### config.mk
export PLATFORM = sky130hd
export DESIGN_NAME = fgmw_ram
export DESIGN_NICKNAME = d
export VERILOG_FILES = /design/src/sv/fgmw_ram.sv
export SDC_FILE = /design/constraint.sdc
export NUM_CORES = 1
export LEC_CHECK = 0
export ABC_CLOCK_PERIOD_IN_PS = 2500
export BUFFER_PORTS_ARGS = -buffer_cell sky130_fd_sc_hd__buf_2
export CORE_MARGIN = 4
export CORE_UTILIZATION = 51
export CTS_CLUSTER_DIAMETER = 200
export DETAILED_ROUTE_END_ITERATION = 8
export PLACE_DENSITY = 0.73
export SLEW_MARGIN = 30
export SYNTH_ARGS = -nofsm -noshare
export SYNTH_HDL_FRONTEND = slang
export SYNTH_SLANG_ARGS = --single-unit
### constraint.sdc
create_clock -name clock -period 2.5 [get_ports clock]
set_input_delay 0.5 -clock clock [delete_from_list [all_inputs] [get_ports clock]]
set_output_delay 0.5 -clock clock [all_outputs]
set_load 0.1 [all_outputs]
### src/sv/fgmw_ram.sv
// generic single write port ram with registered read
`default_nettype none

module fgmw_ram #(
   parameter int WIDTH = 8,
   parameter int DEPTH = 16
) (
   input  wire logic                     clock,
   input  wire logic                     wr_en,
   input  wire logic [$clog2(DEPTH)-1:0] wr_addr,
   input  wire logic [WIDTH-1:0]         wr_data,
   input  wire logic                     rd_en,
   input  wire logic [$clog2(DEPTH)-1:0] rd_addr,
   output logic      [WIDTH-1:0]         rd_data
);

   logic [WIDTH-1:0] mem_ff [DEPTH];

   // write port
   always_ff @(posedge clock) begin
      if (wr_en) begin
         mem_ff[wr_addr] <= wr_data;
      end
   end

   // registered read port
   always_ff @(posedge clock) begin
      if (rd_en) begin
         rd_data <= mem_ff[rd_addr];
      end
   end

endmodule

`default_nettype wire

==> impl_results.md <==
* Relative slew margins at a little over half
* Startpoint Class: register
* Critical-path maximum fanout at 1
* Sequential area share after synthesis at 78.1%
* HP Start: wr_data[3]
* Core area at 9860 um^2
* DIE HEIGHT at 109 um
* Hold Vio Cnt, Final at 0
* Worst EP required at 2.00 ns
* Global-route wire length before repair at roughly 15,000 um
* Lkg Pwr at slightly above 2 nW
* Crit-path cells: buf_2
* Yosys Warn Count at 0
* Worst reg2reg setup slack at 1.02 ns
* Non-Filler Instances at 427
* Placer congestion estimate at 0.719
* Seq cells post-synth at 136
* WS Path Type: register to output port
* Family with the most delay on the worst path: buffers and inverters
* DRT antenna net count at 0
* Clk root buf: clkbuf_8
* CTS H-tree depth at 4
* Worst IR drop on VDD at 0.403 mV
* Hold Buf Count CTS at 0
* Total GRT Usage at 18.6%
* Avg Cell Area, Syn at 22.8 um^2
* Cells after Synth at 229
* Setup TNS at 0 ns
* Crit-path slowest cell: buf_2
* WHS Path Cells at 1
* Largest net degree at the start of global routing at 33
* Worst slew pin tran at 0.697 ns
* Crit share post-route at 73.9%
* Outcome: finished clean
* Die width at around 110 um
* Reg2Reg Launch Point: mem_ff[1][5]$_DFFE_PP_
* Via count at about 2.4k
* Count of cell types in the netlist at 18
* Clock sink count at 136
* Worst path max stage delay at 0.45 ns
* R2R depth at 3
* F_max at ~540 MHz
* Total Power at 0.00486 W
* Post-CTS Setup Bufs at 0
* Clock slew at reported path FFs at about 0.05 ns
* CTS tree: built
* Layout cell share with drive strength beyond 1 at roughly 29%
* Initial antenna violation count at 0
* CTS buffer count at 17
* Post-layout min period at 1.85 ns
* Vias per cell at between 5 and 6
* Gr ovfl total at 0
* HP Class: input port to register
* Crit end category: output port
* Placed cells at approximately 400
* Number of cell rows at 36
* Starting Density at 53.0%
* Setup-failing EPs final at 0
* Most frequent cells in the layout: edfxtp_1 (136), buf_2 (26), mux4_2 (18), buf_4 (17)
* Post_cts resized at 0
* Initial detailed-routing violation count at between 150 and 200
* Vias in the first global route at ~2.5k
* Worst path buffer plus inverter count at 1
* PortBufs at 26
* Fin. max-slew vios at 0
* Post-DP HPWL at 5870 um
* Ports at 27
* Count of nets after finishing at 302
* R2r endpoint: rd_data[5]$_DFFE_PP_
* Layout Skew at 0.00378 ns
* Cell Area, Synth at between 5000 and 6000 um^2
* Die ar. at 11,900 um^2
* Unrepaired setup endpoints after global routing: false
* Max_cap viols at 0
* Power per cell area at 801 nW/um^2
* Total wire length at roughly 9700 um
* Residual DRC at 0
* Hold EP: mem_ff[1][3]$_DFFE_PP_
* Most common cell after layout, fill and taps aside: edfxtp_1
* Crit path DAT at 1.35 ns
* Drt wl/cell at 22.6 um
* CTS Buffer Depth at 2
* ANT cells at 0
* Post-Syn Nets at 248
* Skew-Pair Late Insertion Delay at 0.52 ns
* Area grow syn2layout at 16.2%
* Detailed Routing Iterations Pass 1 at 5
==> Yosys cell counts, drive strengths merged <==
library cell | count | area [um^2]
nor2 | 13 | 48.8
nor2b | 1 | 6.26
nand3 | 1 | 5.00
a22oi | 16 | 120
nand2b | 2 | 12.5
or3b | 1 | 8.76
and2b | 1 | 7.51
edfxtp | 136 | 4080
mux4 | 32 | 773
nor3 | 4 | 20.0
buf | 7 | 56.3
nand2 | 9 | 33.8
and2 | 1 | 6.26
clkdlybuf4s25 | 3 | 30.0
nand3b | 2 | 15.0
==> metal layers <==
layer	up-vias	GRT usage, %	wire, um
met3	18	5.80	767
met5	-	0	0
met1	1237	24.7	3780
met4	0	7.75	182
li1	1091	-	-
met2	99	28.9	4930
==> worst max path at each step <==
stage                                    start                      to  slack, ns  depth (start not counted)
after floorplan                     wr_addr[2]  mem_ff[0][0]$_DFFE_PP_       0.51                          2
after global placement              rd_addr[0]    rd_data[5]$_DFFE_PP_       0.36                          5
after detailed placement            rd_addr[0]    rd_data[5]$_DFFE_PP_       0.36                          5
after CTS                 rd_data[5]$_DFFE_PP_              rd_data[5]       0.63                          1
after global routing      rd_data[5]$_DFFE_PP_              rd_data[5]       0.61                          1
final                     rd_data[5]$_DFFE_PP_              rd_data[5]       0.65                          1
==> sequential cells by signal (all words and copies together), names as in the netlist <==
| name | count |
|---|---|
| rd_data | 8 |
| mem_ff | 128 |
==> logic make-up after synthesis <==
group,after synthesis,synth area share (%)
AND/OR/NAND/NOR,35,3.14
flip-flops,136,78.1
AO/OA/AOI/OAI,16,2.30
buffers and inverters,10,1.65
multiplexers,32,14.8
==> area by class of cell <==
class | count | area [um^2]
clock buffer | 22 | 433
clock inverter | 8 | 33.8
fill | 670 | 3790
multi-input combinational | 83 | 1060
sequential | 136 | 4080
tap | 133 | 166
timing repair buffer | 45 | 298
==> stage by stage <==
| step | util, % | area (um^2) | setup WS (ns) | hold slack, ns |
|---|---|---|---|---|
| floorplan | - | 5230 | 0.507 | 0.599 |
| finish | 61.6 | 6070 | 0.653 | 0.360 |
| CTS | 61.6 | 6070 | 0.633 | 0.335 |
| global placement | 56.8 | 5610 | 0.363 | 0.728 |
| global route | 61.6 | 6070 | 0.614 | 0.339 |
| detailed placement | 56.8 | 5610 | 0.362 | 0.749 |
==> report_power, final <==
group,switching [W],internal (W)
clock network,0.000790,0.00118
registers,0.0000147,0.00257
logic,0.000207,0.000100
total,0.00101,0.00385
No activity file was read; power rests on OpenSTA's default activity.
